--- config.mk ---
export PLATFORM = sky130hd
export DESIGN_NAME = cash_dispense_greedy
export DESIGN_NICKNAME = d
export VERILOG_FILES = /design/src/hdl/cdg_pkg.sv /design/src/hdl/cdg_store.sv /design/src/hdl/cdg_datapath.sv /design/src/hdl/cdg_ctrl.sv /design/src/hdl/cash_dispense_greedy.sv
export SDC_FILE = /design/constraint.sdc
export NUM_CORES = 2
export LEC_CHECK = 0
export BUFFER_PORTS_ARGS = -buffer_cell sky130_fd_sc_hd__buf_2
export CAP_MARGIN = 10
export CELL_PAD_IN_SITES_DETAIL_PLACEMENT = 0
export CELL_PAD_IN_SITES_GLOBAL_PLACEMENT = 2
export CORE_ASPECT_RATIO = 0.8
export CORE_MARGIN = 4
export CORE_UTILIZATION = 44
export DETAILED_ROUTE_END_ITERATION = 16
export PLACE_DENSITY_LB_ADDON = 0.1
export SLEW_MARGIN = 5
export SYNTH_ARGS = -nofsm -noshare
export SYNTH_HDL_FRONTEND = slang
export SYNTH_SLANG_ARGS = --single-unit
--- constraint.sdc ---
create_clock -name i_clk -period 11.4 [get_ports i_clk]
set_clock_uncertainty 0.15 [all_clocks]
set_input_delay 2.28 -clock i_clk [delete_from_list [all_inputs] [get_ports i_clk]]
set_output_delay 2.28 -clock i_clk [all_outputs]
set_load 0.1 [all_outputs]
--- src/hdl/cdg_pkg.sv ---
// ============================================================================
// cdg_pkg - shared types, constants and tables for the cash dispenser
// Note values, stock presets, reciprocal constants for the greedy divide,
// controller command/status structs and the state encoding.
// ============================================================================
package cdg_pkg;

    localparam int NUM_CURRENCIES_DEF = 4;
    localparam int NUM_DENOMS_DEF     = 7;

    localparam int N_SLOTS = 7;    // note values 5 .. 500
    localparam int D_W     = 3;
    localparam int CUR_W   = 2;
    localparam int CNT_W   = 16;
    localparam int AMT_W   = 20;
    localparam int NOTE_W  = 10;
    localparam int VAL_W   = 10;
    localparam int TOT_W   = 26;   // 885 * 65535 fits
    localparam int QUO_W   = 18;   // (2^20 - 1) / 5 fits
    localparam int REC_W   = 21;
    localparam int PROD_W  = AMT_W + REC_W;
    localparam int SH_W    = 5;
    localparam int STS_W   = 3;

    localparam int S_TDATA_W = 32;
    localparam int M_TDATA_W = N_SLOTS * CNT_W;

    localparam logic [CNT_W-1:0] CNT_MAX = '1;

    typedef enum logic [STS_W-1:0] {
        ST_OK        = 3'd0,
        ST_NOT_MULT5 = 3'd1,
        ST_INSUFF    = 3'd2,
        ST_NOT_EXACT = 3'd3,
        ST_BAD_NOTE  = 3'd4,
        ST_FULL      = 3'd5
    } t_status;

    typedef enum logic [3:0] {
        S_IDLE,
        S_DECODE,
        S_TU_WAIT,
        S_TU_WR,
        S_TOT_WAIT,
        S_TOT_MUL,
        S_TOT_ACC,
        S_CMP,
        S_G_WAIT,
        S_G_DIV,
        S_G_TAKE,
        S_G_SUB,
        S_G_CHK,
        S_CMT,
        S_FINISH
    } t_state;

    typedef struct packed {
        logic    capture;
        logic    tu_idx;
        logic    tot_clr;
        logic    tot_mul;
        logic    tot_acc;
        logic    grd_init;
        logic    grd_div;
        logic    grd_take;
        logic    grd_sub;
        logic    cmt_init;
        logic    cmt_wr;
        logic    tu_wr;
        logic    status_we;
        t_status status;
        logic    out_load;
    } t_cmd;

    typedef struct packed {
        logic is_topup;
        logic note_found;
        logic mod5_ok;
        logic n_zero;
        logic d_last;
        logic d_zero;
        logic total_low;
        logic left_zero;
        logic count_full;
        logic out_busy;
    } t_sts;

    localparam logic [CNT_W-1:0] STOCK_RST [4][N_SLOTS] = '{
        '{16'd200, 16'd150, 16'd110, 16'd80, 16'd60, 16'd40, 16'd20},
        '{16'd110, 16'd90,  16'd70,  16'd40, 16'd30, 16'd20, 16'd10},
        '{16'd110, 16'd90,  16'd70,  16'd40, 16'd30, 16'd0,  16'd0 },
        '{16'd110, 16'd90,  16'd70,  16'd40, 16'd0,  16'd0,  16'd0 }
    };

    function automatic logic [VAL_W-1:0] denom_value(input logic [D_W-1:0] d);
        logic [VAL_W-1:0] v;
        case (d)
            3'd0:    v = 10'd5;
            3'd1:    v = 10'd10;
            3'd2:    v = 10'd20;
            3'd3:    v = 10'd50;
            3'd4:    v = 10'd100;
            3'd5:    v = 10'd200;
            3'd6:    v = 10'd500;
            default: v = 10'd0;
        endcase
        return v;
    endfunction

    // quotient = (x * mult) >> shift, exact for any 20-bit x
    function automatic logic [REC_W-1:0] div_mult(input logic [D_W-1:0] d);
        logic [REC_W-1:0] m;
        case (d)
            3'd0, 3'd1, 3'd2: m = 21'd1677722;
            3'd3, 3'd4, 3'd5: m = 21'd1342178;
            3'd6:             m = 21'd1073742;
            default:          m = 21'd0;
        endcase
        return m;
    endfunction

    function automatic logic [SH_W-1:0] div_shift(input logic [D_W-1:0] d);
        logic [SH_W-1:0] s;
        case (d)
            3'd0:    s = 5'd23;
            3'd1:    s = 5'd24;
            3'd2:    s = 5'd25;
            3'd3:    s = 5'd26;
            3'd4:    s = 5'd27;
            3'd5:    s = 5'd28;
            3'd6:    s = 5'd29;
            default: s = 5'd0;
        endcase
        return s;
    endfunction

    function automatic logic [D_W-1:0] denoms_of(input logic [CUR_W-1:0] cur);
        logic [D_W-1:0] n;
        case (cur)
            2'd0, 2'd1: n = 3'd7;
            2'd2:       n = 3'd5;
            default:    n = 3'd4;
        endcase
        return n;
    endfunction

    function automatic logic [D_W-1:0] usable_denoms(input logic [CUR_W-1:0] cur,
                                                     input int num_cur,
                                                     input int num_den);
        logic [D_W-1:0] n;
        n = denoms_of(cur);
        if (int'(cur) >= num_cur) begin
            n = '0;
        end else if (int'(n) > num_den) begin
            n = D_W'(num_den);
        end
        return n;
    endfunction

    function automatic logic [CNT_W-1:0] stock_reset(input logic [CUR_W-1:0] cur,
                                                     input logic [D_W-1:0] d);
        logic [CNT_W-1:0] v;
        v = '0;
        if (int'(d) < N_SLOTS) begin
            v = STOCK_RST[cur][d];
        end
        return v;
    endfunction

    // 16 is 1 mod 5: fold nibbles, then fold once more
    function automatic logic is_mult5(input logic [AMT_W-1:0] amount);
        logic [6:0] s;
        logic [4:0] t;
        s = '0;
        for (int i = 0; i < AMT_W / 4; i++) begin
            s = s + 7'(amount[4*i +: 4]);
        end
        t = 5'(s[6:4]) + 5'(s[3:0]);
        return t inside {5'd0, 5'd5, 5'd10, 5'd15};
    endfunction

endpackage

--- src/hdl/cdg_store.sv ---
// ============================================================================
// cdg_store - note stock memory
// One entry per currency and note value, one address shared by read and write,
// registered read. Per-entry valid bits make unwritten entries read as the
// preset stock.
// ============================================================================
module cdg_store #(
    parameter int NUM_CURRENCIES = cdg_pkg::NUM_CURRENCIES_DEF,
    parameter int NUM_DENOMS     = cdg_pkg::NUM_DENOMS_DEF
) (
    input  logic                       i_clk,
    input  logic                       i_rst_n,
    input  logic [cdg_pkg::CUR_W-1:0]  i_cur,
    input  logic [cdg_pkg::D_W-1:0]    i_d,
    input  logic                       i_we,
    input  logic [cdg_pkg::CNT_W-1:0]  i_wdata,
    output logic [cdg_pkg::CNT_W-1:0]  o_rdata
);
    import cdg_pkg::*;

    localparam int DEPTH  = NUM_CURRENCIES * NUM_DENOMS;
    localparam int ADDR_W = (DEPTH > 1) ? $clog2(DEPTH) : 1;
    localparam int FULL_W = CUR_W + D_W + 2;

    logic [CNT_W-1:0]  r_mem [DEPTH];
    logic [DEPTH-1:0]  r_valid;
    logic [CNT_W-1:0]  r_rd_mem;
    logic [CNT_W-1:0]  r_rd_rst;
    logic              r_rd_vld;

    logic [FULL_W-1:0] w_full;
    logic              w_hit;
    logic [ADDR_W-1:0] w_addr;

    assign w_full = FULL_W'(i_cur) * FULL_W'(NUM_DENOMS) + FULL_W'(i_d);
    assign w_hit  = (w_full < FULL_W'(DEPTH));
    assign w_addr = w_hit ? w_full[ADDR_W-1:0] : '0;

    always_ff @(posedge i_clk) begin
        if (i_we && w_hit) begin
            r_mem[w_addr] <= i_wdata;
        end
        r_rd_mem <= r_mem[w_addr];
        r_rd_rst <= stock_reset(i_cur, i_d);
        r_rd_vld <= r_valid[w_addr];
    end

    always_ff @(posedge i_clk) begin
        if (!i_rst_n) begin
            r_valid <= '0;
        end else if (i_we && w_hit) begin
            r_valid[w_addr] <= 1'b1;
        end
    end

    assign o_rdata = r_rd_vld ? r_rd_mem : r_rd_rst;

endmodule

--- src/hdl/cdg_datapath.sv ---
// ============================================================================
// cdg_datapath - request registers, arithmetic and result register
// Walks the stock one note value at a time: value total, greedy take by
// reciprocal divide, then write-back of the reduced counts. A top-up adds one note.
// ============================================================================
module cdg_datapath #(
    parameter int NUM_CURRENCIES = cdg_pkg::NUM_CURRENCIES_DEF,
    parameter int NUM_DENOMS     = cdg_pkg::NUM_DENOMS_DEF
) (
    input  logic                                       i_clk,
    input  logic                                       i_rst_n,
    input  logic                                       i_req_type,
    input  logic [cdg_pkg::CUR_W-1:0]                  i_currency,
    input  logic [cdg_pkg::AMT_W-1:0]                  i_amount,
    input  logic [cdg_pkg::NOTE_W-1:0]                 i_note_value,
    input  cdg_pkg::t_cmd                              i_cmd,
    output cdg_pkg::t_sts                              o_sts,
    input  logic                                       i_out_ready,
    output logic                                       o_out_valid,
    output cdg_pkg::t_status                           o_status,
    output logic [cdg_pkg::N_SLOTS-1:0][cdg_pkg::CNT_W-1:0] o_given
);
    import cdg_pkg::*;

    localparam int SUB_W = CNT_W + VAL_W;

    logic                 r_req;
    logic [CUR_W-1:0]     r_cur;
    logic [AMT_W-1:0]     r_amount;
    logic [NOTE_W-1:0]    r_note;
    logic [D_W-1:0]       r_n;
    logic [D_W-1:0]       r_d;
    logic [TOT_W-1:0]     r_total;
    logic [TOT_W-1:0]     r_prod;
    logic [AMT_W-1:0]     r_left;
    logic [QUO_W-1:0]     r_q;
    logic [CNT_W-1:0]     r_have;
    logic [CNT_W-1:0]     r_tk;
    logic [CNT_W-1:0]     r_take [N_SLOTS];
    logic [CNT_W-1:0]     r_rem  [N_SLOTS];
    t_status              r_status;
    logic                 r_out_valid;
    t_status              r_out_status;
    logic [N_SLOTS-1:0][CNT_W-1:0] r_out_given;

    logic [CNT_W-1:0]     w_rdata;
    logic                 w_we;
    logic [CNT_W-1:0]     w_wdata;
    logic                 w_found;
    logic [D_W-1:0]       w_note_idx;
    logic [D_W-1:0]       w_d_top;
    logic [PROD_W-1:0]    w_qprod;
    logic [CNT_W-1:0]     w_take;
    logic [SUB_W-1:0]     w_sub;
    logic                 w_full;

    cdg_store #(
        .NUM_CURRENCIES (NUM_CURRENCIES),
        .NUM_DENOMS     (NUM_DENOMS)
    ) u_store (
        .i_clk   (i_clk),
        .i_rst_n (i_rst_n),
        .i_cur   (r_cur),
        .i_d     (r_d),
        .i_we    (w_we),
        .i_wdata (w_wdata),
        .o_rdata (w_rdata)
    );

    assign w_full  = (w_rdata == CNT_MAX);
    assign w_we    = i_cmd.cmt_wr | (i_cmd.tu_wr & ~w_full);
    assign w_wdata = i_cmd.cmt_wr ? r_rem[r_d] : w_rdata + CNT_W'(1);
    assign w_d_top = r_n - D_W'(1);

    always_comb begin
        w_found    = 1'b0;
        w_note_idx = '0;
        for (int i = 0; i < N_SLOTS; i++) begin
            if (!w_found && D_W'(i) < r_n && denom_value(D_W'(i)) == r_note) begin
                w_found    = 1'b1;
                w_note_idx = D_W'(i);
            end
        end
    end

    assign w_qprod = PROD_W'(r_left) * PROD_W'(div_mult(r_d));
    assign w_take  = (r_q < QUO_W'(r_have)) ? CNT_W'(r_q) : r_have;
    assign w_sub   = SUB_W'(r_tk) * SUB_W'(denom_value(r_d));

    always_ff @(posedge i_clk) begin
        if (i_cmd.capture) begin
            r_req    <= i_req_type;
            r_cur    <= i_currency;
            r_amount <= i_amount;
            r_note   <= i_note_value;
            r_n      <= usable_denoms(i_currency, NUM_CURRENCIES, NUM_DENOMS);
            for (int i = 0; i < N_SLOTS; i++) begin
                r_take[i] <= '0;
            end
        end
        if (i_cmd.tu_idx) begin
            r_d <= w_note_idx;
        end
        if (i_cmd.tot_clr) begin
            r_total <= '0;
            r_d     <= '0;
        end
        if (i_cmd.tot_mul) begin
            r_prod <= TOT_W'(denom_value(r_d)) * TOT_W'(w_rdata);
        end
        if (i_cmd.tot_acc) begin
            r_total <= r_total + r_prod;
            r_d     <= r_d + D_W'(1);
        end
        if (i_cmd.grd_init) begin
            r_left <= r_amount;
            r_d    <= w_d_top;
        end
        if (i_cmd.grd_div) begin
            r_q    <= QUO_W'(w_qprod >> div_shift(r_d));
            r_have <= w_rdata;
        end
        if (i_cmd.grd_take) begin
            r_tk        <= w_take;
            r_take[r_d] <= w_take;
            r_rem[r_d]  <= r_have - w_take;
        end
        if (i_cmd.grd_sub) begin
            r_left <= r_left - AMT_W'(w_sub);
            if (r_d != '0) begin
                r_d <= r_d - D_W'(1);
            end
        end
        if (i_cmd.cmt_init) begin
            r_d <= '0;
        end
        if (i_cmd.cmt_wr) begin
            r_d <= r_d + D_W'(1);
        end
        if (i_cmd.status_we) begin
            r_status <= i_cmd.status;
        end
        if (i_cmd.out_load) begin
            r_out_status <= r_status;
            for (int i = 0; i < N_SLOTS; i++) begin
                r_out_given[i] <= (r_status == ST_OK) ? r_take[i] : '0;
            end
        end
    end

    always_ff @(posedge i_clk) begin
        if (!i_rst_n) begin
            r_out_valid <= 1'b0;
        end else if (i_cmd.out_load) begin
            r_out_valid <= 1'b1;
        end else if (i_out_ready) begin
            r_out_valid <= 1'b0;
        end
    end

    always_comb begin
        o_sts.is_topup   = r_req;
        o_sts.note_found = w_found;
        o_sts.mod5_ok    = is_mult5(r_amount);
        o_sts.n_zero     = (r_n == '0);
        o_sts.d_last     = (r_d == w_d_top);
        o_sts.d_zero     = (r_d == '0);
        o_sts.total_low  = (r_total < TOT_W'(r_amount));
        o_sts.left_zero  = (r_left == '0);
        o_sts.count_full = w_full;
        o_sts.out_busy   = r_out_valid & ~i_out_ready;
    end

    assign o_out_valid = r_out_valid;
    assign o_status    = r_out_status;
    assign o_given     = r_out_given;

endmodule

--- src/hdl/cdg_ctrl.sv ---
// ============================================================================
// cdg_ctrl - request sequencer
// Steps the datapath through validation, stock total, greedy pass and
// write-back, then hands the result to the output register.
// ============================================================================
module cdg_ctrl (
    input  logic          i_clk,
    input  logic          i_rst_n,
    input  logic          i_in_valid,
    output logic          o_in_ready,
    input  cdg_pkg::t_sts i_sts,
    output cdg_pkg::t_cmd o_cmd
);
    import cdg_pkg::*;

    t_state r_state;
    t_state n_state;

    always_ff @(posedge i_clk) begin
        if (!i_rst_n) begin
            r_state <= S_IDLE;
        end else begin
            r_state <= n_state;
        end
    end

    always_comb begin
        n_state = r_state;
        case (r_state)
            S_IDLE: begin
                if (i_in_valid) n_state = S_DECODE;
            end
            S_DECODE: begin
                if (i_sts.is_topup) begin
                    n_state = i_sts.note_found ? S_TU_WAIT : S_FINISH;
                end else if (!i_sts.mod5_ok) begin
                    n_state = S_FINISH;
                end else begin
                    n_state = i_sts.n_zero ? S_CMP : S_TOT_WAIT;
                end
            end
            S_TU_WAIT:  n_state = S_TU_WR;
            S_TU_WR:    n_state = S_FINISH;
            S_TOT_WAIT: n_state = S_TOT_MUL;
            S_TOT_MUL:  n_state = S_TOT_ACC;
            S_TOT_ACC: begin
                n_state = i_sts.d_last ? S_CMP : S_TOT_WAIT;
            end
            S_CMP: begin
                if (i_sts.total_low || i_sts.n_zero) begin
                    n_state = S_FINISH;
                end else begin
                    n_state = S_G_WAIT;
                end
            end
            S_G_WAIT: n_state = S_G_DIV;
            S_G_DIV:  n_state = S_G_TAKE;
            S_G_TAKE: n_state = S_G_SUB;
            S_G_SUB: begin
                n_state = i_sts.d_zero ? S_G_CHK : S_G_WAIT;
            end
            S_G_CHK: begin
                n_state = i_sts.left_zero ? S_CMT : S_FINISH;
            end
            S_CMT: begin
                if (i_sts.d_last) n_state = S_FINISH;
            end
            S_FINISH: begin
                if (!i_sts.out_busy) n_state = S_IDLE;
            end
            default: n_state = S_IDLE;
        endcase
    end

    always_comb begin
        o_cmd        = '0;
        o_cmd.status = ST_OK;
        o_in_ready   = (r_state == S_IDLE);
        case (r_state)
            S_IDLE: begin
                o_cmd.capture = i_in_valid;
            end
            S_DECODE: begin
                if (i_sts.is_topup) begin
                    if (i_sts.note_found) begin
                        o_cmd.tu_idx = 1'b1;
                    end else begin
                        o_cmd.status_we = 1'b1;
                        o_cmd.status    = ST_BAD_NOTE;
                    end
                end else if (!i_sts.mod5_ok) begin
                    o_cmd.status_we = 1'b1;
                    o_cmd.status    = ST_NOT_MULT5;
                end else begin
                    o_cmd.tot_clr = 1'b1;
                end
            end
            S_TU_WR: begin
                o_cmd.tu_wr     = 1'b1;
                o_cmd.status_we = 1'b1;
                o_cmd.status    = i_sts.count_full ? ST_FULL : ST_OK;
            end
            S_TOT_MUL: o_cmd.tot_mul = 1'b1;
            S_TOT_ACC: o_cmd.tot_acc = 1'b1;
            S_CMP: begin
                if (i_sts.total_low) begin
                    o_cmd.status_we = 1'b1;
                    o_cmd.status    = ST_INSUFF;
                end else begin
                    // nothing to walk: only a zero amount gets here
                    o_cmd.grd_init = 1'b1;
                    if (i_sts.n_zero) begin
                        o_cmd.status_we = 1'b1;
                        o_cmd.status    = ST_OK;
                    end
                end
            end
            S_G_DIV:  o_cmd.grd_div  = 1'b1;
            S_G_TAKE: o_cmd.grd_take = 1'b1;
            S_G_SUB:  o_cmd.grd_sub  = 1'b1;
            S_G_CHK: begin
                if (i_sts.left_zero) begin
                    o_cmd.cmt_init = 1'b1;
                end else begin
                    o_cmd.status_we = 1'b1;
                    o_cmd.status    = ST_NOT_EXACT;
                end
            end
            S_CMT: begin
                o_cmd.cmt_wr = 1'b1;
                if (i_sts.d_last) begin
                    o_cmd.status_we = 1'b1;
                    o_cmd.status    = ST_OK;
                end
            end
            S_FINISH: begin
                o_cmd.out_load = ~i_sts.out_busy;
            end
            default: begin
                o_cmd = '0;
            end
        endcase
    end

endmodule

--- src/hdl/cash_dispense_greedy.sv ---
// Sequencing: a top-up reads one stock count and writes it back incremented unless full;
// a withdraw walks the N note values of the currency for the total, the greedy
// pass and the write-back, one note value per step on the single stock port.
// Requests: one in flight; the next is taken in the cycle after the result is
// handed to the output register, even while that result waits.
// Reset (synchronous, active low) restores the preset stock at once.
// ============================================================================
// cash_dispense_greedy - cash dispenser with limited note stock
// Withdraw by greedy largest-note-first selection with exact-sum check,
// or top up one note of a valid value.
// ============================================================================
module cash_dispense_greedy #(
    parameter int NUM_CURRENCIES = cdg_pkg::NUM_CURRENCIES_DEF,
    parameter int NUM_DENOMS     = cdg_pkg::NUM_DENOMS_DEF
) (
    input  logic                              i_clk,
    input  logic                              i_rst_n,
    input  logic                              i_s_axis_tvalid,
    output logic                              o_s_axis_tready,
    // currency[1:0], amount[21:2], note_value[31:22]
    input  logic [cdg_pkg::S_TDATA_W-1:0]     i_s_axis_tdata,
    // req_type[0]
    input  logic                              i_s_axis_tuser,
    output logic                              o_m_axis_tvalid,
    input  logic                              i_m_axis_tready,
    // given_5[15:0], given_10[31:16], given_20[47:32], given_50[63:48],
    // given_100[79:64], given_200[95:80], given_500[111:96]
    output logic [cdg_pkg::M_TDATA_W-1:0]     o_m_axis_tdata,
    // status[2:0]
    output logic [cdg_pkg::STS_W-1:0]         o_m_axis_tuser
);
    import cdg_pkg::*;

    t_cmd                          w_cmd;
    t_sts                          w_sts;
    t_status                       w_status;
    logic [N_SLOTS-1:0][CNT_W-1:0] w_given;

    cdg_ctrl u_ctrl (
        .i_clk      (i_clk),
        .i_rst_n    (i_rst_n),
        .i_in_valid (i_s_axis_tvalid),
        .o_in_ready (o_s_axis_tready),
        .i_sts      (w_sts),
        .o_cmd      (w_cmd)
    );

    cdg_datapath #(
        .NUM_CURRENCIES (NUM_CURRENCIES),
        .NUM_DENOMS     (NUM_DENOMS)
    ) u_dp (
        .i_clk        (i_clk),
        .i_rst_n      (i_rst_n),
        .i_req_type   (i_s_axis_tuser),
        .i_currency   (i_s_axis_tdata[CUR_W-1:0]),
        .i_amount     (i_s_axis_tdata[CUR_W +: AMT_W]),
        .i_note_value (i_s_axis_tdata[CUR_W+AMT_W +: NOTE_W]),
        .i_cmd        (w_cmd),
        .o_sts        (w_sts),
        .i_out_ready  (i_m_axis_tready),
        .o_out_valid  (o_m_axis_tvalid),
        .o_status     (w_status),
        .o_given      (w_given)
    );

    assign o_m_axis_tdata = w_given;
    assign o_m_axis_tuser = w_status;

endmodule
# == Word-level counts from Yosys, hierarchy flattened ==
# Memories as Yosys holds them, arrays and structs flattened. A register that Yosys moved wholly into a read port is not among the register bits.
# Cells that the tools add are included.
# classes
add_sub_neg,13
n_mul,4
n_lt_le_gt_ge,15
eq_ne,37
n_shift,1
mux,95
bitwise,9
reduce_logical,46
# ops
operator,count
$bmux 112 s2,1
$mux 112,2
$mux 16,6
$pmux 21 s3,1
$pmux 9 s7,1
$pmux 4 s15,1
$mux 26,2
$mux 4,13
$bmux 16 s3,1
$mux 3,15
$mul 20x21->41,1
$shr 41x5->18,1
$mux 20,2
$mux 1,36
$pmux 5 s7,1
$eq 4x4->1 const B,7
$or 28x28->28,1
$add 26x26->26,1
$lt 26x20->1,1
$mul 10x16->26,1
$add 7x4->7,3
$logic_not 20->1,1
$mul 16x9->20,1
$pmux 4 s5,1
65 further kinds,119
# word_totals
reg_bits,217
ram_bits,672
input_bits,37
output_inout_bits,117
elab_cells,242
memories,3
# memory_table
name,words,width,read_ports,rd_ports_with_merged_regs,write_ports,line,text
u_dp.u_store.r_mem,28,16,1,1,1,cdg_store.sv:25,logic [CNT_W-1:0] r_mem [DEPTH];
u_dp.r_rem,7,16,1,1,1,cdg_datapath.sv:40,logic [CNT_W-1:0] r_rem [N_SLOTS];
u_dp.r_take,7,16,7,7,7,cdg_datapath.sv:39,logic [CNT_W-1:0] r_take [N_SLOTS];

# == Depth between registers and ports, before layout ==
# depth
ltp_word,38
ltp_mapped,37
ltp_nobuf,34

# == Hierarchy ==
# Synthesis repeated with hierarchy kept, for this count alone.
# unflattened
cells_unflattened,5468
area_unflattened_um2,64531.9
# by_module_without_submodules
mod,n_inst,cells_each,area_each_um2,seq_area_each_um2
cdg_datapath,1,4122,44121.1,15064.4
cdg_store,1,1262,19866.6,14493.9
cdg_ctrl,1,84,544.3,80.1

# == Worst setup path after synthesis ==
# Ideal clock, no wire load.
# synth_path
path_kind,reg2reg
startpoint,reg u_dp.r_d[0]
endpoint,"reg u_dp.r_q[9], data pin"
setup_time_ns,0.267
t_arrival_ns,8.633
required_ns,10.983
setup_slack_ns,2.350
path_stages_with_launch,35
path_buffers,5
period_less_slack_ns,9.050
cell_sequence,dfxtp_1 > clkbuf_1 > clkinv_1 > clkbuf_1 > ha_1 > clkbuf_1 > inv_1 > nand2_1 > nor2_1 > nor2_1 > clkbuf_1 > nand2_1 > inv_1 > nor2_1 > fa_1 > fa_1 > fa_1 > fa_1 > fa_1 > fa_1 > inv_1 > fa_1 > ha_1 > buf_2 > a211o_1 > a21oi_2 > nor3b_1 > and2_1 > a211oi_1 > o21ba_1 > or3_1 > a31o_1 > mux2_2 > a32oi_1 > nand4_1
# synth_via
elab_chain_len,5
elab_cells_between_ends,14
cone_classes,1 x mul; 6 x eq/ne; 1 x shift; 3 x mux; 3 x reduce/logical
# synth_lines
item,line,text
"start, declared",cdg_datapath.sv:32,logic [D_W-1:0] r_d;
"start signal, assigned",cdg_datapath.sv:102,r_d <= w_note_idx;
"start signal, assigned",cdg_datapath.sv:113,r_d <= r_d + D_W'(1);
"start signal, assigned",cdg_datapath.sv:117,r_d <= w_d_top;
"$eq 3x2->1, or another cell as far along","cdg_pkg.sv:113, cdg_pkg.sv:124",
$reduce_or 3->1,cdg_pkg.sv:113,case (d)
$pmux 21 s3,cdg_pkg.sv:113,
$mul 20x21->41,cdg_datapath.sv:86,assign w_qprod = PROD_W'(r_left) * PROD_W'(div_mult(r_d));
$shr 41x5->18 *,cdg_datapath.sv:120,r_q <= QUO_W'(w_qprod >> div_shift(r_d));
"end signal, assigned",cdg_datapath.sv:120,
"end, declared",cdg_datapath.sv:36,logic [QUO_W-1:0] r_q;
# Mark *: on every way between the ends. The rest lies on a longest branch, timed or not. The select of a mux whose other input is x is not followed.
# A chain may end at the register's enable or synchronous reset.

# == Worst setup path after layout ==
# layout_path
startpoint,reg u_dp.r_d[0]
endpoint,"reg u_dp.r_q[13], data pin"
# The elaborated chain is that of the path after synthesis.

==> out/results.ini <==
[run_status]
outcome = finished clean

[synth]
synth-edff-count = 931
yosysMostFrequentCell = edfxtp_1
async_reset_ff_frac = 0
synth_area_sq_um = 64200
ys_seq_area_frac = 0.460
synth_top_flop_cell = edfxtp_1
syn_avg_cell_area_sq_um = 11.5
yosysWarnings = 0
yosysTopAreaCell = edfxtp_1
ys_top_cells_by_area = edfxtp_1, fa_1, ha_1
syn_inst = 5588
yosysTopAreaCellShare = 0.436
syn_nets = 6515
synthTopCellsByCount = edfxtp_1, inv_1, nor2_1, fa_1, nand2_1
ys_seq_elements = 1007
ys_types = 93

[critical_path]
start_kind = register
cp_common_cell = fa_1
worstPathMaxFanout = 15
required_ns = 11.69
crit_type = reg -> reg
timing.rr.end = u_dp.r_q[13]$_DFFE_PP_
cp-startpoint = u_dp.r_d[0]$_DFF_P_
max_stage_delay_ns = 0.50
rrSetupSlack_ns = 1.29
reg2reg_from = u_dp.r_d[0]$_DFF_P_
endpoint_kind = register
r2r_cells = 31
slowest_stage = nor2_1
crit_arrival_ns = 10.40

[cts]
cts_tree = yes
ctsHoldBuffers = 0
path_clk_slew_ns = 0.06
cts_resized = 0
post_cts_buffers = 0
cts_sinks = 1007
root_buffer = clkbuf_16
numCtsBuffers = 104
insertion_delay_ns = 0.74
cts.path.max_buffers = 3
ctsHtreeMaxLevel = 3

[floorplan]
rows = 125
dieArea_sq_um = 152000
start_util = 0.442
die_h_microns = 350
io_pins = 154
die_x_microns = 435
core_sq_um = 145000

[placed_design]
pre_cts_slack_ns = 1.38
finalWeightedCongestion = 0.899
hpwlAfterDp_microns = 142000
io_buffers = 153
dp_cells = 7546

[route]
drt_iter0_drc = 3716
avgViaCountPerCell = 5.53
firstDrtPassIters = 5
num_vias = 42800
drc = 0
wl_per_cell_microns = 25.1
ant_nets = 0
routed_wl_microns = 194000

[sta]
finalHoldViolCount = 0
period_needed_ns = 10.11
slew_viol_final = 0
clock.fmax_ghz = 0.0989
relSlewSlack = 0.221
worst_pin_slew_ns = 1.17
setup_viol = 0
rsz0062_at_grt = false
worst_slack_ns = 1.29
final.setup.tns_ns = 0
min_period_over_period = 0.887

[finish]
drive_above_1_share = 0.103
final_util = 0.492
synthToLayoutAreaGrowth_pct = 11.2
multi_input_area_sq_um = 31400
fillCellCount = 13100
fin_cells = 7747
finalNetCount = 6674
regArea_sq_um = 29500

[hold_path]
hp-class = reg -> reg
whs_path_depth = 1
hold_start = u_dp.u_store.r_valid[19]$_SDFFE_PN0P_
min_to = u_dp.u_store.r_valid[19]$_SDFFE_PN0P_

[grt]
grt_pass1_wl_microns = 286000
antenna_found_initial = 9
grt_max_degree = 128
grt.total_usage = 0.255
grt_pass1_vias = 42700
grt_overflow = 0

[flow_run]
max-cap-violations = 0

==> per-stage QoR <==
step | hold slack (ns) | area [sq um]
2_1_floorplan | 0.277 | 64200
3_5_place_dp | 0.302 | 67600
3_3_place_gp | 0.293 | 67600
6_report | 0.313 | 71300
4_1_cts | 0.316 | 71300
5_1_grt | 0.325 | 71300
==> per-layer routing <==
layer,global-route usage,wire length [microns],vias up
li1,-,-,19600
met1,0.384,90900,21600
met4,0.0600,4440,4
met3,0.0733,18000,203
met5,0,22,-
met2,0.363,80900,1449
==> how the worst max path moves through the flow <==
stage,cells after the start,end
3_5_place_dp,31,u_dp.r_q[13]$_DFFE_PP_
5_1_grt,31,u_dp.r_q[13]$_DFFE_PP_
4_1_cts,31,u_dp.r_q[13]$_DFFE_PP_
2_1_floorplan,34,u_dp.r_q[9]$_DFFE_PP_
3_3_place_gp,31,u_dp.r_q[13]$_DFFE_PP_
6_report,31,u_dp.r_q[13]$_DFFE_PP_
==> kinds of logic (layout without fill, tap and decap cells) <==
kind of cell | after synthesis | in the layout | synth area share
AND/OR/NAND/NOR | 1462 | 1462 | 0.105
flip-flops | 1007 | 1007 | 0.460
buffers and inverters | 935 | 1186 | 0.0550
AO/OA/AOI/OAI | 934 | 934 | 0.0922
adder cells (fa/ha/maj) | 890 | 890 | 0.230
multiplexers | 210 | 210 | 0.0374
XOR/XNOR | 150 | 150 | 0.0205
other | 0 | 3 | 0
==> area by class of cell <==
| type | instances | area share |
|---|---|---|
| Multi-Input combinational cell | 3646 | 0.440 |
| Inverter | 705 | 0.0371 |
| Antenna cell | 3 | 0.000105 |
| Timing Repair Buffer | 283 | 0.0246 |
| Clock inverter | 63 | 0.0116 |
| Tap cell | 1905 | 0.0334 |
| Clock buffer | 135 | 0.0400 |
| Sequential cell | 1007 | 0.413 |
==> critical path, delay by kind of cell, from the launching register on <==
family	cells	cell delay, ns
AND/OR/NAND/NOR	4	1.46
buffers and inverters	7	1.08
AO/OA/AOI/OAI	9	2.13
flip-flops	1	0.35
multiplexers	1	0.30
XOR/XNOR	1	0.30
adder cells (fa/ha/maj)	9	4.04
==> state kept, by name, summed over array words and instances, names as in the netlist, 10 cells and up <==
name	count
u_dp.u_store.r_mem	448
u_dp.o_given	112
u_dp.r_rem	112
u_dp.r_take	112
u_dp.u_store.r_valid	28
u_dp.r_prod	26
u_dp.r_total	26
u_dp.r_amount	20
u_dp.r_left	20
u_dp.r_q	18
u_dp.r_have	16
u_dp.r_tk	16
u_dp.u_store.r_rd_mem	16
u_dp.r_note	10
==> cells in the final DEF (no fill, tap or decap), types with 41 or more instances in the layout <==
cell type	synthesis	final
inv_1	689	689
dfxtp_1	76	73
a21o_1	57	57
o21ai_0	144	134
edfxtp_1	931	931
o21a_1	41	41
o211ai_1	51	51
a21oi_1	308	301
o21ai_1	56	53
buf_2	7	153
xnor2_1	83	83
buf_4	2	129
and3_1	53	53
nor3_1	47	44
ha_1	407	405
clkbuf_16	0	106
xor2_1	67	67
nand2_1	415	415
nor2_1	508	499
mux2i_1	145	144
mux2_2	42	42
fa_1	483	483
nand3_1	64	64
and2_1	201	200
Power is not shown: default switching activity piles up to over one toggle a cycle in this logic, so the estimate is an artifact.
